## src/rtl/sbn_pkg.sv

```systemverilog
// package for the point cloud to scan binner
// shared constants, register and command codes, and the cordic arctangent table
package sbn_pkg;

    localparam int NUM_BINS_DEF     = 1024;
    localparam int CORDIC_STEPS_DEF = 16;

    localparam int LEN_W = 20;   // millimetre fields
    localparam int ANG_W = 16;   // q13 angles
    localparam int CX_W  = 27;   // cordic x and y datapath
    localparam int CZ_W  = 21;   // cordic angle, q16
    localparam int BR_W  = 18;   // bearing out of the cordic, q13
    localparam int DV_W  = 18;   // divider dividend and quotient
    localparam int USED_W = 11;

    localparam logic signed [CZ_W-1:0] PI_Q16   = 21'sd205887;
    localparam logic [23:0]            GAIN_Q24 = 24'd10188014;

    // command codes
    localparam logic [1:0] KIND_POINT = 2'd0;
    localparam logic [1:0] KIND_START = 2'd1;
    localparam logic [1:0] KIND_READ  = 2'd2;

    // register indexes
    localparam logic [2:0] REG_HEIGHT_LOW   = 3'd0;
    localparam logic [2:0] REG_HEIGHT_HIGH  = 3'd1;
    localparam logic [2:0] REG_DIST_LOW     = 3'd2;
    localparam logic [2:0] REG_DIST_HIGH    = 3'd3;
    localparam logic [2:0] REG_BEARING_LOW  = 3'd4;
    localparam logic [2:0] REG_BEARING_HIGH = 3'd5;
    localparam logic [2:0] REG_BEARING_STEP = 3'd6;
    localparam logic [2:0] REG_EMPTY_FILL   = 3'd7;

    function automatic logic signed [CZ_W-1:0] atan_q16(input int i);
        logic signed [CZ_W-1:0] v;
        case (i)
            0:  v = 21'sd51472;
            1:  v = 21'sd30386;
            2:  v = 21'sd16055;
            3:  v = 21'sd8150;
            4:  v = 21'sd4091;
            5:  v = 21'sd2047;
            6:  v = 21'sd1024;
            7:  v = 21'sd512;
            8:  v = 21'sd256;
            9:  v = 21'sd128;
            10: v = 21'sd64;
            11: v = 21'sd32;
            12: v = 21'sd16;
            13: v = 21'sd8;
            14: v = 21'sd4;
            15: v = 21'sd2;
            16: v = 21'sd1;
            default: v = '0;
        endcase
        return v;
    endfunction

endpackage

```

## src/rtl/sbn_div.sv

```systemverilog
// restoring divider, one quotient bit per cycle
// depends on sbn_pkg for widths
module sbn_div
    import sbn_pkg::*;
(
    input  logic              i_clk,
    input  logic              i_rst_n,
    input  logic              i_start,
    input  logic [DV_W-1:0]   i_dividend,
    input  logic [ANG_W-1:0]  i_divisor,
    output logic              o_done,
    output logic [DV_W-1:0]   o_quotient
);
    logic              r_busy;
    logic              r_done;
    logic [4:0]        r_cnt;
    logic [DV_W-1:0]   r_q;
    logic [ANG_W-1:0]  r_rem;
    logic [ANG_W-1:0]  r_d;

    logic [ANG_W:0] trial, diff;
    logic           fits;

    always_comb begin
        trial = {r_rem, r_q[DV_W-1]};
        diff  = trial - {1'b0, r_d};
        fits  = trial >= {1'b0, r_d};
    end

    always_ff @(posedge i_clk) begin
        if (!i_rst_n) begin
            r_busy <= 1'b0;
            r_done <= 1'b0;
        end else begin
            r_done <= 1'b0;
            if (!r_busy) begin
                if (i_start) begin
                    r_busy <= 1'b1;
                    r_cnt  <= '0;
                    r_q    <= i_dividend;
                    r_rem  <= '0;
                    r_d    <= i_divisor;
                end
            end else begin
                r_rem <= fits ? diff[ANG_W-1:0] : trial[ANG_W-1:0];
                r_q   <= {r_q[DV_W-2:0], fits};
                r_cnt <= r_cnt + 1'b1;
                if (r_cnt == 5'(DV_W - 1)) begin
                    r_busy <= 1'b0;
                    r_done <= 1'b1;
                end
            end
        end
    end

    assign o_done     = r_done;
    assign o_quotient = r_q;
endmodule
```

## config.mk

```make
export PLATFORM = sky130hd
export DESIGN_NAME = sbn_div
export DESIGN_NICKNAME = d
export VERILOG_FILES = /design/src/rtl/sbn_pkg.sv /design/src/rtl/sbn_div.sv
export SDC_FILE = /design/constraint.sdc
export NUM_CORES = 1
export LEC_CHECK = 0
export ABC_AREA = 1
export BUFFER_PORTS_ARGS = -buffer_cell sky130_fd_sc_hd__buf_4
export CORE_ASPECT_RATIO = 0.7
export CORE_MARGIN = 3
export CORE_UTILIZATION = 55
export CTS_CLUSTER_DIAMETER = 40
export DETAILED_ROUTE_END_ITERATION = 8
export PLACE_DENSITY_LB_ADDON = 0.12
export SETUP_SLACK_MARGIN = 0.5
export SYNTH_ARGS = -nofsm -noshare
export SYNTH_HDL_FRONTEND = slang
export SYNTH_SLANG_ARGS = --single-unit
```

## constraint.sdc

```tcl
create_clock -name i_clk -period 4.5 [get_ports i_clk]
set_input_delay 0.9 -clock i_clk [delete_from_list [all_inputs] [get_ports i_clk]]
set_output_delay 0.9 -clock i_clk [all_outputs]
set_load 0.01 [all_outputs]
```

Yosys cells after proc, flatten, opt, wreduce, memory -nomap -nowiden. Index checks and enable logic that the tools add are counted. W data, S select, Z words.

Input port bits: 37. Bits in registers: 57.

Bitwise logic cells: 1. Magnitude comparators: 1. Add/subtract/negate cells: 2. Reduce and logical (&&, ||, !) cells: 4. Mux-type cells: 11. Eq/ne operators: 1.

Operators by type and width (number): $mux W16 (3); $mux W18 (2); $ge A17 B16 Y1 (1); $sub A16 B16 Y16 (1); $mux W5 (2); $add A5 B1 Y5 const B (1); $eq A5 B5 Y1 const B (1); $mux W1 (4); $reduce_and A2 Y1 (2); $reduce_and A3 Y1 (1); $reduce_bool A2 Y1 (1); $not A1 Y1 (1).

Longest topological paths before layout.
Word-level depth: 3. Gate-level depth with buffers: 14.

Worst setup path before layout. Ideal clock, no wire load.

Path kind: input-to-reg. From: input i_rst_n. To: register r_q[0], in the netlist o_quotient[0] (enable). Path slack: 2269 ps. Buffers on the path: 0. Data arrival time: 1834 ps. Required time: 4103 ps. Stages on the path: 2. Library setup time: 397 ps. Cell sequence: nand2_1 nand2_1.

Word-level cells in the longest chain between the ends: 1.

Ends and longest elaborated chain: from (decl) (RTL line sbn_div.sv:7) `input logic i_rst_n,`; $reduce_and A2 Y1 (no line); to (signal assigned) (RTL line sbn_div.sv:40) `r_q <= i_dividend;`; to (signal assigned) (RTL line sbn_div.sv:46) `r_q <= {r_q[DV_W-2:0], fits};`; to (decl) (RTL line sbn_div.sv:17) `logic [DV_W-1:0] r_q;`.

No other way between the ends. A chain may end at the register's enable or synchronous reset.

Worst setup path after layout.
From: register r_rem[11]. To: register r_rem[15], data pin.

Word-level cells in the longest chain between the ends: 3. Elaborated cells between the ends (all ways): 4. Classes of those cells: add/sub (1); order compare (1); mux (2).

Ends and longest elaborated chain: from (decl) (RTL line sbn_div.sv:18) `logic [ANG_W-1:0] r_rem;`; from (signal assigned) (RTL line sbn_div.sv:45) `r_rem <= fits ? diff[ANG_W-1:0] : trial[ANG_W-1:0];`; $sub A16 B16 Y16 / $ge A17 B16 Y1 (equally long branches) (RTL line sbn_div.sv:26, sbn_div.sv:27); $mux W16 * (RTL line sbn_div.sv:45); $mux W16 * (RTL line sbn_div.sv:36) `if (!r_busy) begin`.

Every way passes the cells marked *; elsewhere a longest branch is shown, timed or not.

==> impl_metrics.yaml <==
place:
  placed_cells: 570
  port_buffers: 55
  place_ws_ps: 2160
  hpwl_um: 5900
  place.gp.congestion: 0.921
  dpl-instance-area_sq_um: 4080
timing:
  timing.final.crit_share_pct: 49.2
  finClkSkew_ps: 5.98
  finalHoldViolCount: 0
  setup_tns_ps: 0
  timing.fmax_mhz: 452
  setup_viol: 0
  final_max_slew_viol_count: 0
  holdWs_ps: 528
  worst_slew_pin_slew_ps: 646
  max_slew_margin_pct: 56.9
  rsz0062_at_grt: "no"
  setup_slack_ps: 2290
  final.min_clock_period_ps: 2210
power_and_ir_drop:
  p_sw_uw: 519
  switching_share_pct: 32.7
  finalPower_mw: 1.59
  vdd_drop_max_mv: 0.204
  seqPwrFrac_pct: 42.7
  p_int_mw: 1.07
  power.density_nw_per_um2: 372
  p_comb_share_pct: 28.2
  p_leak_nw: 2.16
  clockPowerShare_pct: 29.1
global_routing:
  grt-busiest-layer: "met2"
  grt_pass1_wl_um: 13800
  grt_pass1_vias: 2984
  grt_max_degree: 39
  grt-ovfl-total: 0
  use_met3_pct: 6.45
  grt_util_all_layers_pct: 24.1
  grtUsageMet1_pct: 33.6
  antenna_found_initial: 0
  grt_util_met2_pct: 37.4
detailed_routing:
  ant_nets: 0
  wirelength_um: 8150
  remaining_drc_errors: 0
  vias: 2978
  first_pass_iters: 5
  dr.first_iter.drc_count: 238
  via_per_inst: 5.08
  avgRoutedWirePerCell_um: 13.9
clocking:
  cts_buffer_depth: 2
  numCtsBuffers: 9
  cts_max_level: 3
  cts_resized: 0
  cts_tree: "done"
  cts_root_buffer: "clkbuf_8"
  ctsHoldBuffers: 0
  clock_sinks: 57
  clkLatencyLatePin_ps: 340
  cts_setup_buffers: 0
  path_clk_slew_ps: 70
die:
  coreArea_sq_um: 6010
  io_pins: 56
  die_y_um: 73.6
  dieWidth_um: 103
  start_util_pct: 59.7
  die_area_sq_um: 7550
  rows: 23
yosys:
  synth_cells: 444
  synth_fp_nets: 500
  syn_avg_cell_area_sq_um: 8.09
  yosys.area.top_type: "edfxtp_1"
  synth_edf_count: 55
  synth_area_sq_um: 3590
  synth_most_common_cell: "nand2_1"
  synthTopCellsByCount: "nand2_1 (168), inv_1 (61), edfxtp_1 (55), nor2_1 (37)"
  ys_types: 32
  ys_async_sr_fraction_pct: 0
  synth_top_area_share_pct: 46.0
  ys_ff_latch: 57
  ys_top_cells_by_area: "edfxtp_1 (46%), nand2_1 (18%), inv_1 (6.4%)"
  synth_warnings: 0
  yosysSeqAreaShare_pct: 47.1
  dominantRegCellSynth: "edfxtp_1"
cells_and_area:
  final_area_sq_um: 4270
  syn_to_final_growth_pct: 18.7
  final_core_util_pct: 70.9
  drive_gt1_share_pct: 22.3
  fillers: 488
  stdcell_count: 586
  antenna_cells: 0
  nets: 562
worst_setup_path:
  cp.arrival_ps: 2310
  crit_top_cell: "nand2_1"
  cpLargestDelayFamily: "simple AND/OR/NAND/NOR gates"
  critical_path_buf_inv_count: 2
  worstSetupStartpointType: "flip-flop"
  cp_max_fo: 16
  worstSetupEndpointType: "flip-flop"
  critPathMaxStageDelay_ps: 420
  path_cells: "ha_1, nand2_1, inv_2, nand2_1, nand2_1, nand2_1, nand2_2, nor2_8, nand2_8, nand2_1, nand2_1, nand2_1, inv_1"
  worst-setup-path-type: "flip-flop to flip-flop"
  cp_data_required_time_ps: 4600
  critPathSlowestCell: "edfxtp_1"
worst_hold_path:
  hold_path.class: "flip-flop to flip-flop"
run_status:
  status: "complete, no violations"
job:
  drv_cap: 0
-- worst reg2reg max path, stage by stage, from the launching register on --
cell	delay, ps
edfxtp_1	420
ha_1	410
nand2_1	140
inv_2	40
nand2_1	60
nand2_1	70
nand2_1	70
nand2_2	90
nor2_8	230
nand2_8	160
nand2_1	140
nand2_1	60
nand2_1	60
inv_1	40
-- cell families (layout without fill, tap and decap cells) --
| family | Yosys count | after routing | share of synthesized area (%) |
|---|---|---|---|
| AO/OA/AOI/OAI | 10 | 10 | 1.53 |
| XOR/XNOR | 8 | 8 | 1.95 |
| adder cells (fa/ha/maj) | 19 | 19 | 6.83 |
| buffers and inverters | 81 | 148 | 8.92 |
| flip-flops | 57 | 57 | 47.1 |
| AND/OR/NAND/NOR | 269 | 269 | 33.7 |
-- layout make-up --
type	count	area (sq um)	share of cell area (%)
well taps	75	93.8	2.20
inverters	74	278	6.51
multi-input cells	306	1580	37.0
clock buffers	10	128	2.99
flip-flops and latches	57	1690	39.7
repair buffers	58	435	10.2
clock inverters	6	58.8	1.38
-- power groups by stage --
stage                     logic (mW)  clock network, mW  registers, mW
after detailed placement       0.441                  0          0.687
after CTS                      0.446              0.469          0.677
final                          0.447              0.462          0.677
after floorplan                0.310                  0          0.691
after global routing           0.510              0.496          0.683
after global placement         0.430                  0          0.687
-- cells in the final DEF, fill, tap and decap left out, drive strengths merged, types with 8 or more instances in the layout --
| cell | instances |
|---|---|
| ha | 18 |
| inv | 74 |
| edfxtp | 55 |
| clkbuf | 10 |
| nand2 | 179 |
| nand3 | 22 |
| nor2 | 49 |
| buf | 58 |
| a21oi | 8 |
-- final timing paths --
check	startpoint	cells after the start	end	slack [ps]
worst max-delay path	r_rem[11]$_SDFFCE_PN0P_	13	r_rem[15]$_SDFFCE_PN0P_	2290
worst min-delay path	r_busy$_SDFF_PN0_	2	o_done$_SDFF_PN0_	530
worst max register to register	r_rem[11]$_SDFFCE_PN0P_	13	r_rem[15]$_SDFFCE_PN0P_	2290
worst min register to register	r_busy$_SDFF_PN0_	2	o_done$_SDFF_PN0_	530
-- layer usage --
layer,up-vias,share of wire (%)
met5,-,0
met4,0,1.4
met3,17,6.9
met2,115,43
met1,1330,48
li1,1516,-
-- state kept, by name, summed over array words and instances, names as in the netlist --
register	cells
r_d	16
r_cnt	5
r_busy	1
r_rem	16
o_done	1
o_quotient	18
Note: power is estimated with default switching activity, not from simulation.
