## config.mk

```make
export PLATFORM = sky130hd
export DESIGN_NAME = sbn_cordic
export DESIGN_NICKNAME = d
export VERILOG_FILES = /design/src/rtl/sbn_pkg.sv /design/src/rtl/sbn_cordic.sv
export SDC_FILE = /design/constraint.sdc
export NUM_CORES = 2
export LEC_CHECK = 0
export BUFFER_PORTS_ARGS = -buffer_cell sky130_fd_sc_hd__buf_2
export CORE_MARGIN = 5
export CORE_UTILIZATION = 60
export CTS_CLUSTER_SIZE = 14
export DETAILED_ROUTE_END_ITERATION = 16
export GPL_ROUTABILITY_DRIVEN = 0
export GPL_TIMING_DRIVEN = 0
export PLACE_DENSITY = 0.82
export SYNTH_ARGS = -nofsm -noshare
export SYNTH_HDL_FRONTEND = slang
export SYNTH_SLANG_ARGS = --single-unit
```

## constraint.sdc

```tcl
create_clock -name i_clk -period 10.7 [get_ports i_clk]
set_input_delay 0.535 -clock i_clk [delete_from_list [all_inputs] [get_ports i_clk]]
set_output_delay 0.535 -clock i_clk [all_outputs]
set_load 0.05 [all_outputs]
```

## src/rtl/sbn_pkg.sv

```systemverilog
// package for the point cloud to scan binner
// shared constants, register and command codes, and the cordic arctangent table
package sbn_pkg;

    localparam int NUM_BINS_DEF     = 1024;
    localparam int CORDIC_STEPS_DEF = 16;

    localparam int LEN_W = 20;   // millimetre fields
    localparam int ANG_W = 16;   // q13 angles
    localparam int CX_W  = 27;   // cordic x and y datapath
    localparam int CZ_W  = 21;   // cordic angle, q16
    localparam int BR_W  = 18;   // bearing out of the cordic, q13
    localparam int DV_W  = 18;   // divider dividend and quotient
    localparam int USED_W = 11;

    localparam logic signed [CZ_W-1:0] PI_Q16   = 21'sd205887;
    localparam logic [23:0]            GAIN_Q24 = 24'd10188014;

    // command codes
    localparam logic [1:0] KIND_POINT = 2'd0;
    localparam logic [1:0] KIND_START = 2'd1;
    localparam logic [1:0] KIND_READ  = 2'd2;

    // register indexes
    localparam logic [2:0] REG_HEIGHT_LOW   = 3'd0;
    localparam logic [2:0] REG_HEIGHT_HIGH  = 3'd1;
    localparam logic [2:0] REG_DIST_LOW     = 3'd2;
    localparam logic [2:0] REG_DIST_HIGH    = 3'd3;
    localparam logic [2:0] REG_BEARING_LOW  = 3'd4;
    localparam logic [2:0] REG_BEARING_HIGH = 3'd5;
    localparam logic [2:0] REG_BEARING_STEP = 3'd6;
    localparam logic [2:0] REG_EMPTY_FILL   = 3'd7;

    function automatic logic signed [CZ_W-1:0] atan_q16(input int i);
        logic signed [CZ_W-1:0] v;
        case (i)
            0:  v = 21'sd51472;
            1:  v = 21'sd30386;
            2:  v = 21'sd16055;
            3:  v = 21'sd8150;
            4:  v = 21'sd4091;
            5:  v = 21'sd2047;
            6:  v = 21'sd1024;
            7:  v = 21'sd512;
            8:  v = 21'sd256;
            9:  v = 21'sd128;
            10: v = 21'sd64;
            11: v = 21'sd32;
            12: v = 21'sd16;
            13: v = 21'sd8;
            14: v = 21'sd4;
            15: v = 21'sd2;
            16: v = 21'sd1;
            default: v = '0;
        endcase
        return v;
    endfunction

endpackage

```

## src/rtl/sbn_cordic.sv

```systemverilog
// iterative cordic vectoring unit: planar range and bearing of one point
// depends on sbn_pkg for widths, pi, gain and the arctangent table
module sbn_cordic
    import sbn_pkg::*;
#(
    parameter int CORDIC_STEPS = CORDIC_STEPS_DEF
) (
    input  logic                    i_clk,
    input  logic                    i_rst_n,
    input  logic                    i_start,
    input  logic signed [LEN_W-1:0] i_x,
    input  logic signed [LEN_W-1:0] i_y,
    output logic                    o_done,
    output logic [LEN_W-1:0]        o_range,
    output logic signed [BR_W-1:0]  o_bearing
);
    localparam int CW = $clog2(CORDIC_STEPS);
    localparam logic [1:0] C_IDLE = 2'd0;
    localparam logic [1:0] C_RUN  = 2'd1;
    localparam logic [1:0] C_MUL  = 2'd2;
    localparam logic [1:0] C_FIN  = 2'd3;

    logic [1:0]             r_state;
    logic [CW-1:0]          r_i;
    logic signed [CX_W-1:0] r_x, r_y;
    logic signed [CZ_W-1:0] r_z;
    logic                   r_zero;
    logic [49:0]            r_prod;
    logic                   r_done;
    logic [LEN_W-1:0]       r_range;
    logic signed [BR_W-1:0] r_bearing;

    logic signed [CX_W-1:0] xe, ye, xs, ys;
    logic [CX_W-2:0]        xc;
    logic [49:0]            rsum;
    logic [21:0]            rq;
    logic signed [CZ_W-1:0] zr;

    always_comb begin
        xe   = CX_W'(i_x) <<< 4;
        ye   = CX_W'(i_y) <<< 4;
        xs   = r_x >>> r_i;
        ys   = r_y >>> r_i;
        xc   = r_x[CX_W-1] ? '0 : r_x[CX_W-2:0];
        rsum = r_prod + 50'd134217728;
        rq   = rsum[49:28];
        zr   = (r_z + 21'sd4) >>> 3;
    end

    always_ff @(posedge i_clk) begin
        if (!i_rst_n) begin
            r_state <= C_IDLE;
            r_done  <= 1'b0;
        end else begin
            r_done <= 1'b0;
            unique case (r_state)
                C_IDLE: begin
                    if (i_start) begin
                        r_state <= C_RUN;
                        r_i     <= '0;
                        r_zero  <= (i_x == '0) && (i_y == '0);
                        // left half plane: turn by pi first
                        if (i_x < 0) begin
                            r_x <= -xe;
                            r_y <= -ye;
                            r_z <= (i_y >= 0) ? PI_Q16 : -PI_Q16;
                        end else begin
                            r_x <= xe;
                            r_y <= ye;
                            r_z <= '0;
                        end
                    end
                end
                C_RUN: begin
                    if (!r_y[CX_W-1]) begin
                        r_x <= r_x + ys;
                        r_y <= r_y - xs;
                        r_z <= r_z + atan_q16(int'(r_i));
                    end else begin
                        r_x <= r_x - ys;
                        r_y <= r_y + xs;
                        r_z <= r_z - atan_q16(int'(r_i));
                    end
                    r_i <= r_i + 1'b1;
                    if (r_i == CW'(CORDIC_STEPS - 1)) begin
                        r_state <= C_MUL;
                    end
                end
                C_MUL: begin
                    r_prod  <= 50'(xc) * 50'(GAIN_Q24);
                    r_state <= C_FIN;
                end
                C_FIN: begin
                    if (r_zero) begin
                        r_range   <= '0;
                        r_bearing <= '0;
                    end else begin
                        r_range   <= (rq > 22'h0FFFFF) ? 20'hFFFFF : rq[LEN_W-1:0];
                        r_bearing <= zr[BR_W-1:0];
                    end
                    r_done  <= 1'b1;
                    r_state <= C_IDLE;
                end
                default: r_state <= C_IDLE;
            endcase
        end
    end

    assign o_done    = r_done;
    assign o_range   = r_range;
    assign o_bearing = r_bearing;
endmodule

```

Word-level counts from Yosys, hierarchy flattened
Memories as Yosys holds them, arrays and structs flattened. A register that Yosys moved wholly into a read port is not among the register bits.
Cells that the tools add are included.
{"block": "word_totals", "n_memories": 2, "in_bits": 43, "wordCells": 74, "ram_bits": 0, "latch_bits": 0, "rom_bits": 512, "reg_bits": 170}
{"name": "(name not given)", "words": 16, "word_bits": 16, "read_ports": 1, "rd_clocked_by_memory_dff": 1, "wr": 0, "line_no": "sbn_pkg.sv:36", "text": "case (i)"}
{"name": "(name not given)", "words": 16, "word_bits": 16, "read_ports": 1, "rd_clocked_by_memory_dff": 1, "wr": 0, "line_no": "sbn_pkg.sv:36"}
{"block": "classes", "n_mux": 29, "n_bitwise": 0, "multipliers": 1, "shift": 2, "div": 0, "order_cmp": 3, "eq_ne": 6, "addsub": 11, "reduce_logical": 10}
{"operator": "$mux W21", "n": 10}
{"operator": "$mux W27", "n": 6}
{"operator": "$pmux W27 S2", "n": 2}
{"operator": "$add A27 B27 Y27", "n": 2}
{"operator": "$neg A24 Y27", "n": 2}
{"operator": "$sshr A27 B4 Y27", "n": 2}
{"operator": "$sub A27 B27 Y27", "n": 2}
{"operator": "$add A50 B28 Y50 const B", "n": 1}
{"operator": "$mul A26 B23 Y49 const B", "n": 1}
{"operator": "$pmux W21 S2", "n": 1}
{"operator": "$logic_not A20 Y1", "n": 2}
{"operator": "$mux W26", "n": 1}
{"operator": "$gt A22 B20 Y1 const B", "n": 1}
{"operator": "$add A21 B21 Y21", "n": 1}
{"operator": "$add A21 B4 Y21 const B", "n": 1}
{"operator": "$sub A21 B21 Y21", "n": 1}
{"operator": "$ge A20 B1 Y1 const B", "n": 1}
{"operator": "$lt A20 B1 Y1 const B", "n": 1}
{"operator": "$mux W20", "n": 1}
{"operator": "$mux W4", "n": 3}
{"operator": "$pmux W2 S4", "n": 1}
{"operator": "$pmux W4 S2", "n": 1}
{"operator": "$reduce_and A2 Y1", "n": 3}
{"operator": "$reduce_and A3 Y1", "n": 2}
{"operator": "10 further kinds", "n": 13}

Longest topological paths before layout
{"block": "depth", "word_depth": 6, "ltp_mapped": 29}

Least setup slack after synthesis
OpenSTA, ideal clock, no wires.
{"block": "synth_path", "path_type": "register to register", "startpoint": "register r_x[26]", "endpoint": "register r_prod[47], data pin", "stages_incl_launch_ff": 28, "t_required_ns": 10.561, "n_path_buf": 4, "slack_ns": 2.682, "t_arrival_ns": 7.879, "cell_sequence": "edfxtp_1 > clkbuf_1 > clkbuf_1 > clkbuf_1 > clkbuf_1 > nand2b_1 > inv_1 > fa_1 > inv_1 > fa_1 > fa_1 > inv_1 > fa_1 > fa_1 > fa_1 > inv_1 > fa_1 > inv_1 > ha_1 > a21o_1 > a21o_1 > a21oi_1 > o21ai_0 > a21o_1 > a31oi_1 > o21ai_0 > a2111oi_0 > nand4b_1"}
{"block": "synth_between", "elab_chain_cells": 2}
{"item": "from (decl)", "line_no": "sbn_cordic.sv:25", "text": "logic signed [CX_W-1:0] r_x, r_y;"}
{"item": "from (signal assigned)", "line_no": "sbn_cordic.sv:64", "text": "r_x <= -xe;"}
{"item": "from (signal assigned)", "line_no": "sbn_cordic.sv:76", "text": "r_x <= r_x + ys;"}
{"item": "from (signal assigned)", "line_no": "sbn_cordic.sv:80", "text": "r_x <= r_x - ys;"}
{"item": "$mux W26", "line_no": "sbn_cordic.sv:44", "text": "xc = r_x[CX_W-1] ? '0 : r_x[CX_W-2:0];"}
{"item": "$mul A26 B23 Y49", "line_no": "sbn_cordic.sv:90", "text": "r_prod <= 50'(xc) * 50'(GAIN_Q24);"}
{"item": "to (signal assigned)", "line_no": "sbn_cordic.sv:90"}
{"item": "to (decl)", "line_no": "sbn_cordic.sv:28", "text": "logic [49:0] r_prod;"}
No other way between the ends.
A chain may end at the register's enable or synchronous reset.

Worst setup path after layout
Same ends and word-level chain as after synthesis.

==> impl_metrics.ini <==
[run_status]
status = finished clean

[logic_synthesis]
syn_area_per_cell_um2 = 9.183
synthSimpleGateAreaFrac_pct = 12.19
async_flop_share_pct = 0
synth.net_count = 3635
synth_area_leaders = fa_1, edfxtp_1, ha_1
ys_ff_latch = 160
synth_xor_xnor_area_share_pct = 8.847
yosysTopAreaCell = fa_1
synthFlopType = edfxtp_1
yosysWarnings = 0
synthAdderAreaFrac_pct = 33.27
synth_compound_area_share_pct = 13.09
netlist.area_leader.share_pct = 18.95
ys_seq_area_share_pct = 16.67
netlist_instances = 3014
synthMuxAreaShare_pct = 7.432
syn_area_um2 = 27680
synth_edf_count = 141
synth_top_family_by_area = adder cells
synth_cell_type_count = 98

[global_routing]
antenna_found_initial = 1
grt_pass1_wl_um = 127500
grt_max_degree = 67
grt_pass1_vias = 24270
gr-total-overflow = 0
grt_use_total_pct = 31.56

[routing]
viasPerCell = 6.367
drt_wl_total_um = 80380
drc = 0
wl_per_cell_um = 21.55
vias = 23750
drt_iter0_drc = 2977
first_pass_iters = 8
antenna_left = 0

[setup_path]
crit_required_ns = 11.02
slowest_delay_ns = 0.61
critPathBufInv = 9
critPathArrivalTime_ns = 10.60
cp-start-kind = flop
slowest_stage = fa_1
crit_fanout = 10
crit_type = flop to flop
cpMostUsedCell = fa_1
cp-end-kind = flop
cpLargestDelayFamily = adder cells

[clock_tree]
cts_buffer_depth = 2
cts.repair.resized = 0
clock_latency_ns = 0.46
cts_root_buf = clkbuf_16
cts_sinks = 160
cts_setup_buffers = 0
numCtsBuffers = 17
path_clk_slew_ns = 0.07
holdBufCountCts = 0
cts_tree = yes
htreeDepth = 4

[cells_and_area]
most-common-layout-cells = inv_1, ha_1, fa_1
multiInputGateArea_um2 = 20710
final_net_count = 3736
area_growth_pct = 6.320
seqCellArea_um2 = 4614
final_common_cell = inv_1
drive_gt1_share_pct = 8.280
nFillCells = 3582

[placement]
pre_cts_ws_ns = 0.7520
numPortBuffers = 81
place_hpwl_um = 64660

[timing]
fin_crit_ns = 10.28
hold_viol_final = 0
setup_viol = 0
maxSlewViolCount = 0
max_freq_ghz = 0.09727
slew_headroom_pct = 24.50
min_period_over_period_pct = 96.08
clock_skew_ns = 0.01516
max_slew.worst_pin.slew_ns = 1.132
fin_setup_tns_ns = 0
grt_setup_unrepaired = false
setup_slack_ns = 0.4195

[die]
die_h_um = 224.8
die_area_um2 = 50530
io_pins = 82
die_width_um = 224.8
core_um2 = 45480
num_rows = 78
start_util_pct = 60.86

[job]
drv_cap = 0

[min_path]
hold_path_class = primary input to flop
==> synth_stat cells (19+ instances only) <==
library cell	instances
nand2b_1	38
ha_1	316
nor2b_1	46
nand3_1	50
clkbuf_1	85
nand4_1	22
xor2_1	87
mux2i_1	45
nor3_1	32
dfxtp_1	19
o21a_1	20
and2_1	43
mux2_2	30
mux4_2	49
nand2_1	166
a21o_1	57
nor2_1	219
a21oi_1	195
xnor2_1	190
edfxtp_1	141
or2_2	19
o31ai_1	20
inv_1	467
o21ai_0	119
a31oi_1	23
fa_1	262
==> tightest hold or removal path, cell delays in order <==
cell and delay [ns]:
buf_2 0.14, o31ai_1 0.08, nor2_1 0.04
==> area by class of cell <==
type	count	area share, %
clock buffers	18	1.458
well taps	600	2.551
clock inverters	14	0.4337
flip-flops and latches	160	15.68
diodes	2	0.01701
repair buffers	82	1.471
plain buffers	125	2.015
inverters	469	5.991
multi-input cells	2260	70.38
==> per-stage QoR <==
stage | std cells | hold slack [ns] | utilization (%) | cell area, um^2
3_5_place_dp | 3696 | 0.5359 | 63.47 | 28860
6_report | 3730 | 0.3854 | 64.71 | 29430
2_1_floorplan | 3014 | 0.4997 | - | 27680
5_1_grt | 3728 | 0.3901 | 64.69 | 29420
4_1_cts | 3728 | 0.3823 | 64.69 | 29420
3_3_place_gp | 3695 | 0.5098 | 63.40 | 28830
==> kinds of logic after synthesis <==
kind of cell               Yosys count
DFF                                160
AOI/OAI and AO/OA                  570
buffers and inverters              594
xor gates and xnor gates           278
and+or+nand+nor                    698
muxes                              135
adders and majority gates          579
==> path summary, 6_finish.rpt <==
check / start / end / slack, ns / cells past startpoint
max: r_x[26] / r_prod[47] / 0.42 / 27
min: i_rst_n / r_state[0] / 0.39 / 3
max reg2reg: r_x[26] / r_prod[47] / 0.42 / 27
min reg2reg: r_state[0] / r_state[0] / 0.56 / 2
==> flip-flops by register name, indices dropped and copies added, names as in the netlist, named ones only <==
signal	cells
r_prod	23
o_done	1
r_y	27
r_z	21
o_range	20
r_i	4
o_bearing	18
r_state	2
r_x	27
r_zero	1
==> layer usage <==
layer / GRT usage (%) / vias to the layer above / wire, um
li1: - / 10430 / -
met1: 39.91 / 11350 / 29650
met2: 51.70 / 1542 / 37330
met3: 7.139 / 424 / 8711
met4: 14.79 / 2 / 4664
met5: 0 / - / 19
Power is left out: the tool's default activity adds up to more than one toggle a clock period on the data nets, which glitch-free logic cannot reach.
