$ cat src/rtl/sbn_ram.sv
// generic single port ram with registered read
// no dependencies
module sbn_ram #(
    parameter int WIDTH = 8,
    parameter int DEPTH = 16
) (
    input  logic                     i_clk,
    input  logic                     i_we,
    input  logic [$clog2(DEPTH)-1:0] i_addr,
    input  logic [WIDTH-1:0]         i_wdata,
    output logic [WIDTH-1:0]         o_rdata
);
    logic [WIDTH-1:0] r_mem [DEPTH];
    logic [WIDTH-1:0] r_rdata;

    always_ff @(posedge i_clk) begin
        if (i_we) begin
            r_mem[i_addr] <= i_wdata;
        end
        r_rdata <= r_mem[i_addr];
    end

    assign o_rdata = r_rdata;
endmodule

$ cat config.mk
export PLATFORM = sky130hd
export DESIGN_NAME = sbn_ram
export DESIGN_NICKNAME = d
export VERILOG_FILES = /design/src/rtl/sbn_ram.sv
export SDC_FILE = /design/constraint.sdc
export NUM_CORES = 1
export LEC_CHECK = 0
export BUFFER_PORTS_ARGS = -buffer_cell sky130_fd_sc_hd__buf_2
export CAP_MARGIN = 10
export CORE_MARGIN = 1.5
export CORE_UTILIZATION = 55
export CTS_BUF_LIST = sky130_fd_sc_hd__clkbuf_16
export DETAILED_ROUTE_END_ITERATION = 16
export HOLD_SLACK_MARGIN = 0.15
export PLACE_DENSITY = 0.71
export SLEW_MARGIN = 30
export SYNTH_ARGS = -nofsm -noshare
export SYNTH_HDL_FRONTEND = slang
export SYNTH_SLANG_ARGS = --single-unit
$ cat constraint.sdc
create_clock -name i_clk -period 2.2 [get_ports i_clk]
set_input_delay 0 -clock i_clk [delete_from_list [all_inputs] [get_ports i_clk]]
set_output_delay 0 -clock i_clk [all_outputs]
set_load 0.03 [all_outputs]
Word-level counts from Yosys, hierarchy flattened
Memories as Yosys holds them, arrays and structs flattened. A register that Yosys moved wholly into a read port is not among the register bits.
Cells that the tools add are included.

word-level totals
  register bits after elaboration = 0
  RAM bits = 128
  bits of input ports = 14
  output and inout port bits = 8
  word-level logic and storage cells = 3
  memories kept = 1

memories
  memory  depth  width  rd ports  clocked after memory_dff  wr ports  line  source
  r_mem   16     8      1         1                         1         13    logic [WIDTH-1:0] r_mem [DEPTH];

cells by class
  multiplexer cells = 2

operators by type and width
  operator  number
  $mux W1   2

Depth between registers and ports, before layout
Gate-level depths: netlist of run 1.

  depth after elaboration = 2
  depth in mapped cells = 5
  depth with buffers taken out = 3

Worst setup path before layout of run 1
Ideal clock, no wire load.

  path type = input-to-reg
  start = in i_addr[2]
  end = mem r_mem[0][0], enable pin
  setup time = 383 ps
  arrival time = 1110 ps
  data required time = 1817 ps
  setup slack = 707 ps
  cell stages on the path = 2
  buffers on the path = 0
  cell sequence = or3b_2 nor3_1

RTL lines
  element          line  source
  start, declared  9     input logic [$clog2(DEPTH)-1:0] i_addr,
  end, declared    13

Straight into the memory's write port.

==> impl_summary.log, run 1 <==
[metrics] sort of element at the start of the critical path: flip-flop
[metrics] Critical Path Max Stage Delay: ~0.48 ns
[metrics] run status: complete, but fails checks
[metrics] TritonCTS clock tree: yes
[metrics] pin count of the biggest net entering global routing: 28
[metrics] global router's overall resource usage: 22.45%
[metrics] number of nets in the synthesized netlist: about 240
[metrics] critical-path cell with the highest stage delay: mux4_2
[metrics] count of max-cap constraint violations: 0
[metrics] critical path class: reg2reg
[metrics] total negative slack: 0 ns
[metrics] area of combinational cells with multiple inputs: around 1000 µm²
[metrics] Post-layout nets: 300
[metrics] final critical delay including setup and external delays: 1.380 ns
[metrics] count of final hold-check violations: 0
[metrics] TritonCTS buffer count: 17
[metrics] Tightest Pin Transition: slightly above 0.9 ns
[metrics] Chip Width: 98.99 µm
[metrics] class of the most critical hold timing path: in2reg
[metrics] area taken by flip-flops and latches: 4004 µm²
[metrics] DR DRC count: 4
[metrics] RSZ-0062 raised after global routing: false
[metrics] share of the clock period used by the worst path after layout: 62.72%
[metrics] number of synthesized register bits: 136
[metrics] clock network latency to the later pin of the worst-skew pair: about 0.40 ns
[metrics] worst ir drop on vdd: 0.6588 mV
[metrics] post-DR vias/cell: a little over 6
[metrics] Max clock buf depth: 2
[metrics] number of instances in the synthesized netlist: 230
[metrics] Netlist cell types: 18
[metrics] critical path capture point type: flip-flop
[metrics] required time of the critical path: 2.48 ns
[metrics] leakage power: ~2.1 nW
[metrics] library cell used as clock root buffer: clkbuf_16
[metrics] wire length of the first global-routing pass: 15080 µm
[metrics] number of global-route vias before repair: between 2000 and 3000
[metrics] cell family with most CP delay: multiplexers
[metrics] Site Rows: 34
[metrics] die height: just under 100 µm
[metrics] sequential-to-total area share from yosys stat: 79.01%
[metrics] final weighted congestion of routability-driven global placement: 0.8024
[metrics] number of fill cells in the layout: 499
[metrics] GR Overflow Total: 0
[metrics] post-place instance area: 5428 µm²
[metrics] most common cell after layout, fill and taps aside: edfxtp_1
[metrics] post_cts resized: 0
[metrics] remaining antenna violation count after routing: 0
[metrics] Avg Synthesized Cell Area: 22.03 µm²
[metrics] cts hold-fix bufs: 8
[metrics] number of endpoints failing setup at the final stage: 0
[metrics] number of diodes: 0
[metrics] DRC marker count from the first detailed-route iteration: roughly 240
[metrics] core outline area: 8806 µm²
[metrics] number of buffers added for setup after CTS: 0
[metrics] violations in the final reports: DRC
[metrics] most frequent cells in the layout: edfxtp_1, mux4_2, buf_2
[metrics] ratio of cells with drive above 1 in the final layout: 33.78%
[metrics] Highest Clock Rate: 724.7 MHz
[metrics] Synth Warn #: 0
[metrics] Buf/Inv on CP: 0
[metrics] total non-filler cell area in the finished layout: 6188 µm²
[metrics] Area growth, synth to finish: 22.12%
[metrics] CP max FO: 1
[metrics] DR WL/cell: 24.16 µm
[metrics] total vias in the final route: approximately 2500
[metrics] worst-case headroom to the max-slew limit: 38.42%
[metrics] WL final: between 9000 and 10000 µm
[metrics] clk slew on worst S/H paths: roughly 0.060 ns
[metrics] number of antenna violations at the first check in global routing: 0
[metrics] number of top-level pins: 22
[metrics] Final Max Tran Viols: 0
[metrics] dpl hpwl: 6122 µm
[metrics] Clock Skews: 0.005040 ns
[metrics] number of levels the H-tree was split into: 4
[metrics] power per standard cell area: 1041 nW/µm²
[metrics] mapped cell area: 5067 µm²
[metrics] core utilization of the finished layout: 70.28%
[metrics] DR pass1 iterations: 11
[metrics] worst path cell trace: mux4_2 -> a22oi_1 -> nand2_1
[metrics] Total Die Area: 9798 µm²
[metrics] initial standard-cell utilization of the core: 57.54%
[metrics] Data arrival, critical path: ~1.7 ns
[metrics] buffers added on ports: 21
[metrics] Sink Count: 136
[worst paths after layout]
kind / startpoint / slack [ns] / endpoint / cells past startpoint
max: r_mem[8][7] / 0.82 / o_rdata[7] / 3
min: i_addr[3] / 0.23 / o_rdata[0] / 4
max reg2reg: r_mem[8][7] / 0.82 / o_rdata[7] / 3
min reg2reg: r_mem[10][4] / 0.69 / o_rdata[4] / 3
[cell type report]
type / count / area share [%]
Multi-Input combinational cell: 83 / 16.22
Clock inverter: 15 / 4.125
Timing Repair Buffer: 48 / 5.904
Clock buffer: 17 / 6.874
Sequential cell: 136 / 64.70
Tap cell: 108 / 2.184
[flip-flops by register name (all words and copies together) (netlist names)]
name	flops
o_rdata	8
r_mem	128
[cells by family (layout without fill, tap and decap cells)]
| logic type | Yosys count | count (layout) | synth area share, % |
|---|---|---|---|
| flops | 136 | 136 | 79.01 |
| mux | 32 | 32 | 14.22 |
| simple gates | 35 | 35 | 3.210 |
| buf+inv | 11 | 80 | 1.185 |
| compound gates | 16 | 16 | 2.370 |
[metal layers]
metal | track usage, % | routed length (µm) | vias to the layer above
met5 | 0 | 0 | -
met2 | 34.32 | 4981 | 114
met3 | 5.957 | 608 | 15
met4 | 10.33 | 183 | 0
met1 | 30.80 | 4058 | 1297
li1 | - | - | 1079
[per-stage QoR]
step | cells | hold WS, ns | total power [mW] | worst slack [ns]
after global placement | 367 | 0.3951 | 3.266 | 0.5606
final | 407 | 0.2288 | 6.440 | 0.8202
after CTS | 407 | 0.2072 | 6.480 | 0.8259
after floorplan | 230 | 0.09887 | 3.147 | 0.7070
after detailed placement | 367 | 0.4050 | 3.276 | 0.5269
after global routing | 407 | 0.2644 | 6.622 | 0.7904
[synthesized netlist by cell type]
library cell / number / area, µm²
a22oi_1: 16 / 120.1
and2_1: 1 / 6.260
buf_1: 4 / 15.01
buf_2: 2 / 10.01
buf_6: 2 / 22.52
clkbuf_1: 2 / 7.510
clkbuf_2: 1 / 5.000
dfxtp_1: 8 / 160.2
edfxtp_1: 128 / 3844
mux4_2: 32 / 720.7
nand2_1: 9 / 33.78
nand2b_1: 2 / 12.51
nand3_1: 1 / 5.000
nand3b_1: 2 / 15.01
nor2_1: 13 / 48.80
nor2b_1: 2 / 12.51
nor3_1: 4 / 20.02
or3b_2: 1 / 8.760
[worst reg2reg max path, stage by stage, from the launching register on]
cell and delay [ns]:
edfxtp_1 0.38, mux4_2 0.48, a22oi_1 0.31, nand2_1 0.09
[power breakdown]
group | internal, mW | switching, mW | total, mW
registers | 2.90 | 0.0159 | 2.91
logic | 0.128 | 0.191 | 0.319
clock network | 2.22 | 0.984 | 3.21
total | 5.25 | 1.19 | 6.44
No activity file was read; power rests on OpenSTA's default activity.
==> run 2: changes to the inputs <==
==> constraint.sdc (replaced) <==
create_clock -name i_clk -period 1.3 [get_ports i_clk]
set_input_delay 0 -clock i_clk [delete_from_list [all_inputs] [get_ports i_clk]]
set_output_delay 0 -clock i_clk [all_outputs]
set_load 0.03 [all_outputs]
==> run 2 against run 1 <==
Compared with the run above: the flow still finishes with violations (DRC); via count fell by 2.7%; global-route usage fell by 1.4 points; sequential share of layout area fell by 0.72 points; hold slack improved by 0.0027 ns; worst setup slack got worse by 0.81 ns; largest cell class unchanged; largest power group is now sequential cells.
==> impl_summary.log, run 2 (same netlist as run 1, synthesis figures left out) <==
[metrics] library cell used as clock root buffer: clkbuf_16 (unchanged)
[metrics] TritonCTS clock tree: yes (unchanged)
[metrics] Sink Count: 136 (unchanged)
[metrics] die height: 98.99 µm (unchanged)
[metrics] dpl hpwl: 6123 µm (was 6122 µm)
[metrics] total non-filler cell area in the finished layout: 6259 µm² (was 6188 µm²)
[metrics] Max clock buf depth: 2 (unchanged)
[metrics] DR pass1 iterations: 10 (was 11)
[metrics] area taken by flip-flops and latches: 4004 µm² (unchanged)
[metrics] number of levels the H-tree was split into: 4 (unchanged)
[metrics] Net Switching: 2.119 mW (was 1.191 mW)
[metrics] Total Die Area: 9798 µm² (unchanged)
[metrics] class of the most critical hold timing path: in2reg (unchanged)
[metrics] pin count of the biggest net entering global routing: 20 (was 28)
[metrics] number of fill cells in the layout: 525 (was 499)
[metrics] post-DR vias/cell: 5.805 (was 6.155)
[metrics] number of diodes: 0 (unchanged)
[metrics] DR WL/cell: 22.14 µm (was 24.16 µm)
[metrics] final weighted congestion of routability-driven global placement: 0.8403 (was 0.8024)
[metrics] WL final: 9299 µm (was 9832 µm)
[metrics] clk slew on worst S/H paths: 0.06 ns (about the same)
[metrics] post-place instance area: 5568 µm² (was 5428 µm²)
[metrics] TritonCTS buffer count: 17 (unchanged)
[metrics] Tightest Pin Transition: 0.7950 ns (was 0.9203 ns)
[metrics] critical path capture point type: flip-flop (unchanged)
[metrics] GR Overflow Total: 0 (unchanged)
[metrics] number of endpoints failing setup at the final stage: 0 (unchanged)
[metrics] initial standard-cell utilization of the core: 57.54% (unchanged)
[metrics] register name with the most flops: r_mem (unchanged)
[metrics] share of the clock period used by the worst path after layout: 99.15% (was 62.72%)
[metrics] area of combinational cells with multiple inputs: 1051 µm² (was 1003 µm²)
[metrics] final critical delay including setup and external delays: 1.289 ns (was 1.380 ns)
[metrics] Buf/Inv on CP: 0 (unchanged)
[metrics] Post-layout nets: 313 (was 300)
[metrics] clock network latency to the later pin of the worst-skew pair: 0.41 ns (was 0.40 ns)
[metrics] RSZ-0062 raised after global routing: true (was false)
[metrics] Clock Skews: 0.004903 ns (was 0.005040 ns)
[metrics] share of total power in combinational logic: 5.6% (was 5.0%)
[metrics] switching share of power: 21.02% (was 18.49%)
[metrics] worst path cell trace: mux4_2 -> a22oi_2 -> nand2_1 (was mux4_2 -> a22oi_1 -> nand2_1)
[metrics] sort of element at the start of the critical path: flip-flop (unchanged)
[metrics] smallest setup slack after layout: 0.01100 ns (was 0.8202 ns)
[metrics] Chip Width: 98.99 µm (unchanged)
[metrics] wire length of the first global-routing pass: 14400 µm (was 15080 µm)
[metrics] run status: complete, but fails checks (unchanged)
[metrics] max reg flops: 128 (unchanged)
[metrics] internal portion of total power: 7.965 mW (was 5.250 mW)
[metrics] Highest Clock Rate: 775.8 MHz (was 724.7 MHz)
[metrics] worst ir drop on vdd: 1.014 mV (was 0.6588 mV)
[metrics] number of top-level pins: 22 (unchanged)
[metrics] power share of the sequential group: 49.0% (was 45.2%)
[metrics] critical-path cell with the highest stage delay: mux4_2 (unchanged)
[metrics] Final Max Tran Viols: 0 (unchanged)
[metrics] worst-case headroom to the max-slew limit: 46.89% (was 38.42%)
[metrics] remaining antenna violation count after routing: 0 (unchanged)
[metrics] number of buffers added for setup after CTS: 0 (unchanged)
[metrics] total vias in the final route: 2438 (was 2505)
[metrics] number of global-route vias before repair: 2575 (was 2569)
[metrics] power per standard cell area: 1611 nW/µm² (was 1041 nW/µm²)
[metrics] leakage power: 2.114 nW (was 2.092 nW)
[metrics] Data arrival, critical path: 1.59 ns (was 1.66 ns)
[metrics] DRC marker count from the first detailed-route iteration: 111 (was 242)
[metrics] most frequent cells in the layout: edfxtp_1, mux4_2, buf_4 (was edfxtp_1, mux4_2, buf_2)
[metrics] DR DRC count: 4 (unchanged)
[metrics] Critical Path Max Stage Delay: 0.49 ns (was 0.48 ns)
[metrics] clock network fraction of total power: 45.4% (was 49.8%)
[metrics] Site Rows: 34 (unchanged)
[metrics] overall power: 10.08 mW (was 6.440 mW)
[metrics] number of antenna violations at the first check in global routing: 0 (unchanged)
[metrics] ratio of cells with drive above 1 in the final layout: 41.35% (was 33.78%)
[metrics] most common cell after layout, fill and taps aside: edfxtp_1 (unchanged)
[metrics] core outline area: 8806 µm² (unchanged)
[metrics] global router's overall resource usage: 21.03% (was 22.45%)
[metrics] critical path class: reg2reg (unchanged)
[metrics] CP max FO: 1 (unchanged)
[metrics] required time of the critical path: 1.60 ns (was 2.48 ns)
[metrics] buffers added on ports: 21 (unchanged)
[metrics] Area growth, synth to finish: 23.51% (was 22.12%)
[metrics] dpl ws: -0.1347 ns (was 0.5269 ns)
[metrics] count of max-cap constraint violations: 0 (unchanged)
[metrics] cell family with most CP delay: multiplexers (unchanged)
[metrics] violations in the final reports: DRC (unchanged)
[metrics] count of final hold-check violations: 0 (unchanged)
[run 2: worst reg2reg max path, stage by stage, from the launching register on]
cell,delay [ns]
edfxtp_1,0.38
mux4_2,0.49
a22oi_2,0.24
nand2_1,0.08
[run 2: repair_timing]
action / 4_1_cts / 5_1_grt
pin swaps: 1 / 3
hold buffers: 8 / 0
endpoints found under the hold margin: 128 / 0
resized for setup: 4 / 2
gates cloned: 0 / 0
endpoints found under the setup margin: 4 / 8
[run 2: layout make-up]
| type | instances | share of cell area (%) |
|---|---|---|
| flip-flops and latches | 136 | 63.97 |
| multi-input cells | 83 | 16.79 |
| repair buffers | 61 | 7.797 |
| clock buffers | 17 | 6.797 |
| clock inverters | 15 | 2.479 |
| well taps | 108 | 2.159 |
[run 2: power groups by stage]
stage | Combinational (mW) | Sequential (mW) | Clock (mW)
final | 0.568 | 4.94 | 4.58
after global routing | 0.608 | 4.94 | 4.84
after CTS | 0.572 | 4.94 | 4.64
after detailed placement | 0.540 | 5.03 | 0
after global placement | 0.532 | 5.02 | 0
after floorplan | 0.256 | 5.07 | 0
[run 2: final timing paths]
kind	from	end	slack (ns)	cells past startpoint
setup / recovery	r_mem[3][5]	o_rdata[5]	0.01	3
hold / removal	i_addr[1]	o_rdata[2]	0.23	5
setup reg to reg	r_mem[3][5]	o_rdata[5]	0.01	3
hold reg to reg	r_mem[15][6]	o_rdata[6]	0.67	3
[run 2: metal layers]
metal  part of all wire, %  global-route usage, %
met1                    43                  28.03
met5                     0                      0
met2                    51                  33.42
met4                   1.0                  8.901
met3                   4.7                  5.532
[run 2: metrics by stage]
step / setup TNS [ns] / utilization, % / hold slack, ns / instances
6_report: 0 / 71.07 / 0.2315 / 420
5_1_grt: -0.05704 / 71.07 / 0.2323 / 420
3_5_place_dp: -1.228 / 63.23 / 0.3933 / 380
4_1_cts: -0.007531 / 70.96 / 0.2313 / 420
3_3_place_gp: -0.7656 / 63.23 / 0.3836 / 380
2_1_floorplan: -10.46 / - / 0.09887 / 230
==> run 3: changes to the inputs <==
--- a/config.mk
+++ b/config.mk
@@ -8,11 +8,12 @@
 export BUFFER_PORTS_ARGS = -buffer_cell sky130_fd_sc_hd__buf_2
 export CAP_MARGIN = 10
 export CORE_MARGIN = 1.5
-export CORE_UTILIZATION = 55
+export CORE_UTILIZATION = 28
 export CTS_BUF_LIST = sky130_fd_sc_hd__clkbuf_16
+export CTS_CLUSTER_SIZE = 24
 export DETAILED_ROUTE_END_ITERATION = 16
 export HOLD_SLACK_MARGIN = 0.15
-export PLACE_DENSITY = 0.71
+export PLACE_DENSITY = 0.43
 export SLEW_MARGIN = 30
 export SYNTH_ARGS = -nofsm -noshare
 export SYNTH_HDL_FRONTEND = slang
==> constraint.sdc (replaced) <==
create_clock -name i_clk -period 1.1 [get_ports i_clk]
set_input_delay 0 -clock i_clk [delete_from_list [all_inputs] [get_ports i_clk]]
set_output_delay 0 -clock i_clk [all_outputs]
set_load 0.03 [all_outputs]
==> run 3 against run 2 <==
Compared with the run above: the flow finishes with violations (setup timing); largest power group unchanged; core utilization shrank 33 points; register-to-register slack got worse by 0.22 ns; combinational power increased by 47%; power is 19% higher; design area grew 9.3%; worst setup slack got worse by 0.22 ns; clock skew is 0.0022 ns higher; non-clock buffer count rose by 17; cell count up 33%; first-iteration DRC count fell by 20%.
==> impl_summary.log, run 3 (same netlist as run 1, synthesis figures left out) <==
[metrics] run status: complete, but fails checks (unchanged)
[metrics] violations in the final reports: setup timing (was DRC)
[metrics] Highest Clock Rate: 763.5 MHz (was 775.8 MHz)
[metrics] DR DRC count: 0 (was 4)
[metrics] max reg flops: 128 (unchanged)
[metrics] core outline area: 17840 µm² (was 8806 µm²)
[metrics] share of the clock period used by the worst path after layout: 119.1% (was 99.15%)
[metrics] Area growth, synth to finish: 34.94% (was 23.51%)
[metrics] clk slew on worst S/H paths: 0.06 ns (about the same)
[metrics] buffers added on ports: 21 (unchanged)
[metrics] number of global-route vias before repair: 2759 (was 2575)
[metrics] die height: 137.5 µm (was 98.99 µm)
[metrics] number of buffers added for setup after CTS: 0 (unchanged)
[metrics] RSZ-0062 raised after global routing: true (unchanged)
[metrics] Max clock buf depth: 2 (unchanged)
[metrics] CP max FO: 1 (unchanged)
[metrics] most frequent cells in the layout: edfxtp_1, mux4_2, buf_4 (unchanged)
[metrics] worst-case headroom to the max-slew limit: 46.82% (was 46.89%)
[metrics] DRC marker count from the first detailed-route iteration: 89 (was 111)
[metrics] smallest setup slack after layout: -0.2098 ns (was 0.01100 ns)
[metrics] number of levels the H-tree was split into: 4 (unchanged)
[metrics] Total Die Area: 18910 µm² (was 9798 µm²)
[metrics] count of max-cap constraint violations: 0 (unchanged)
[metrics] area taken by flip-flops and latches: 4004 µm² (unchanged)
[metrics] WL final: 11180 µm (was 9299 µm)
[metrics] TritonCTS buffer count: 17 (unchanged)
[metrics] Min-Delay Startpoint: i_addr[2] (was i_addr[1])
[metrics] power per standard cell area: 1759 nW/µm² (was 1611 nW/µm²)
[metrics] R2R Setup Slk: -0.21 ns (was 0.01 ns)
[metrics] critical path class: reg2reg (unchanged)
[metrics] library cell used as clock root buffer: clkbuf_16 (unchanged)
[metrics] worst ir drop on vdd: 1.132 mV (was 1.014 mV)
[metrics] Sink Count: 136 (unchanged)
[metrics] final weighted congestion of routability-driven global placement: 0.6961 (was 0.8403)
[metrics] number of instances on the worst hold path: 4 (was 5)
[metrics] total instance count after detailed placement: 518 (was 380)
[metrics] post-DR vias/cell: 4.549 (was 5.805)
[metrics] class of the most critical hold timing path: in2reg (unchanged)
[metrics] Stages on worst setup path: 4 (was 3)
[metrics] number of endpoints failing setup at the final stage: 8 (was 0)
[metrics] DR WL/cell: 20.06 µm (was 22.14 µm)
[metrics] critical path capture point type: flip-flop (unchanged)
[metrics] wire length of the first global-routing pass: 17410 µm (was 14400 µm)
[metrics] overall power: 12.02 mW (was 10.08 mW)
[metrics] Critical Path Max Stage Delay: 0.48 ns (was 0.49 ns)
[metrics] number of top-level pins: 22 (unchanged)
[metrics] endpoint of the worst hold path: r_mem[0][0] (was o_rdata[2])
[metrics] ratio of cells with drive above 1 in the final layout: 49.09% (was 41.35%)
[metrics] sort of element at the start of the critical path: flip-flop (unchanged)
[metrics] worst reg2reg startpoint: r_mem[3][1] (was r_mem[3][5])
[metrics] clock network latency to the later pin of the worst-skew pair: 0.41 ns (about the same)
[metrics] initial standard-cell utilization of the core: 28.40% (was 57.54%)
[metrics] leakage power: 2.260 nW (was 2.114 nW)
[metrics] critical-path cell with the highest stage delay: mux4_2 (unchanged)
[metrics] Final Max Tran Viols: 0 (unchanged)
[metrics] Clock Skews: 0.007102 ns (was 0.004903 ns)
[metrics] Tightest Pin Transition: 0.7961 ns (was 0.7950 ns)
[metrics] count of final hold-check violations: 0 (unchanged)
[metrics] worst reg-to-reg path cell count: 4 (was 3)
[metrics] Chip Width: 137.5 µm (was 98.99 µm)
[metrics] endpoint of the worst-slack reg-to-reg timing path: o_rdata[1] (was o_rdata[5])
[metrics] DR pass1 iterations: 4 (was 10)
[metrics] pin count of the biggest net entering global routing: 18 (was 20)
[metrics] most common cell after layout, fill and taps aside: edfxtp_1 (unchanged)
[metrics] Fin Hold WS: 0.2280 ns (was 0.2315 ns)
[metrics] global router's overall resource usage: 13.38% (was 21.03%)
[metrics] dpl hpwl: 7566 µm (was 6123 µm)
[metrics] Post-layout nets: 330 (was 313)
[metrics] number of diodes: 0 (unchanged)
[metrics] TritonCTS clock tree: yes (unchanged)
[metrics] fin cells: 557 (was 420)
[metrics] Site Rows: 49 (was 34)
[metrics] cell family with most CP delay: multiplexers (unchanged)
[metrics] final critical delay including setup and external delays: 1.310 ns (was 1.289 ns)
[metrics] core utilization of the finished layout: 38.33% (was 71.07%)
[metrics] required time of the critical path: 1.40 ns (was 1.60 ns)
[metrics] GR Overflow Total: 0 (unchanged)
[metrics] Buf/Inv on CP: 1 (was 0)
[metrics] remaining antenna violation count after routing: 0 (unchanged)
[metrics] total vias in the final route: 2534 (was 2438)
[metrics] worst path cell trace: mux4_2 -> a22oi_2 -> buf_4 -> nand2_1 (was mux4_2 -> a22oi_2 -> nand2_1)
[metrics] Data arrival, critical path: 1.61 ns (was 1.59 ns)
[metrics] number of fill cells in the layout: 1604 (was 525)
[metrics] area of combinational cells with multiple inputs: 1172 µm² (was 1051 µm²)
[metrics] register name with the most flops: r_mem (unchanged)
[metrics] number of antenna violations at the first check in global routing: 0 (unchanged)
==> run 3: what timing repair did <==
item                                   in CTS  in global routing
gates resized for setup                     7                  2
setup endpoints to repair                   8                  8
endpoints found under the hold margin     128                  0
hold buffers                                8                  0
==> run 3: worst reg2reg max path: cells and delay by family, from the launching register on <==
family	cells	cell delay [ns]
AO/OA/AOI/OAI	1	0.17
buffers and inverters	1	0.15
flip-flops	1	0.36
multiplexers	1	0.48
AND/OR/NAND/NOR	1	0.05
==> run 3: layout make-up <==
| type | instances | share of cell area, % |
|---|---|---|
| clock inverter | 14 | 1.958 |
| timing repair buffer | 78 | 11.93 |
| tap | 229 | 4.190 |
| sequential | 136 | 58.55 |
| clock buffer | 17 | 6.221 |
| multi-input combinational | 83 | 17.15 |
==> run 3: worst max-delay path by stage <==
stage / to / startpoint
6_report: o_rdata[1] / r_mem[3][1]
3_3_place_gp: o_rdata[3] / i_addr[0]
3_5_place_dp: o_rdata[3] / i_addr[0]
2_1_floorplan: r_mem[8][0] / i_addr[1]
5_1_grt: o_rdata[4] / r_mem[3][4]
4_1_cts: o_rdata[1] / r_mem[3][1]
==> run 3: power breakdown <==
group	total [mW]	leakage, nW	switching (mW)	internal [mW]
clock	5.36	0.276	2.07	3.29
combinational	0.834	0.760	0.455	0.379
sequential	5.83	1.22	0.0317	5.79
total	12.0	2.26	2.56	9.47
==> run 3: stage by stage <==
step	setup TNS (ns)	worst slack (ns)	instance area, µm²
detailed placement	-23.33	-0.4633	6156
global placement	-23.59	-0.4496	6156
CTS	-1.469	-0.2232	6828
floorplan	-3.104	-0.05216	5205
global route	-1.763	-0.2605	6838
finish	-1.317	-0.2098	6838
==> run 3: metal layers <==
metal,wire (µm),GRT usage (%)
met3,409,3.348
met2,5362,20.67
met5,0,0
met1,5255,18.19
met4,148,5.088
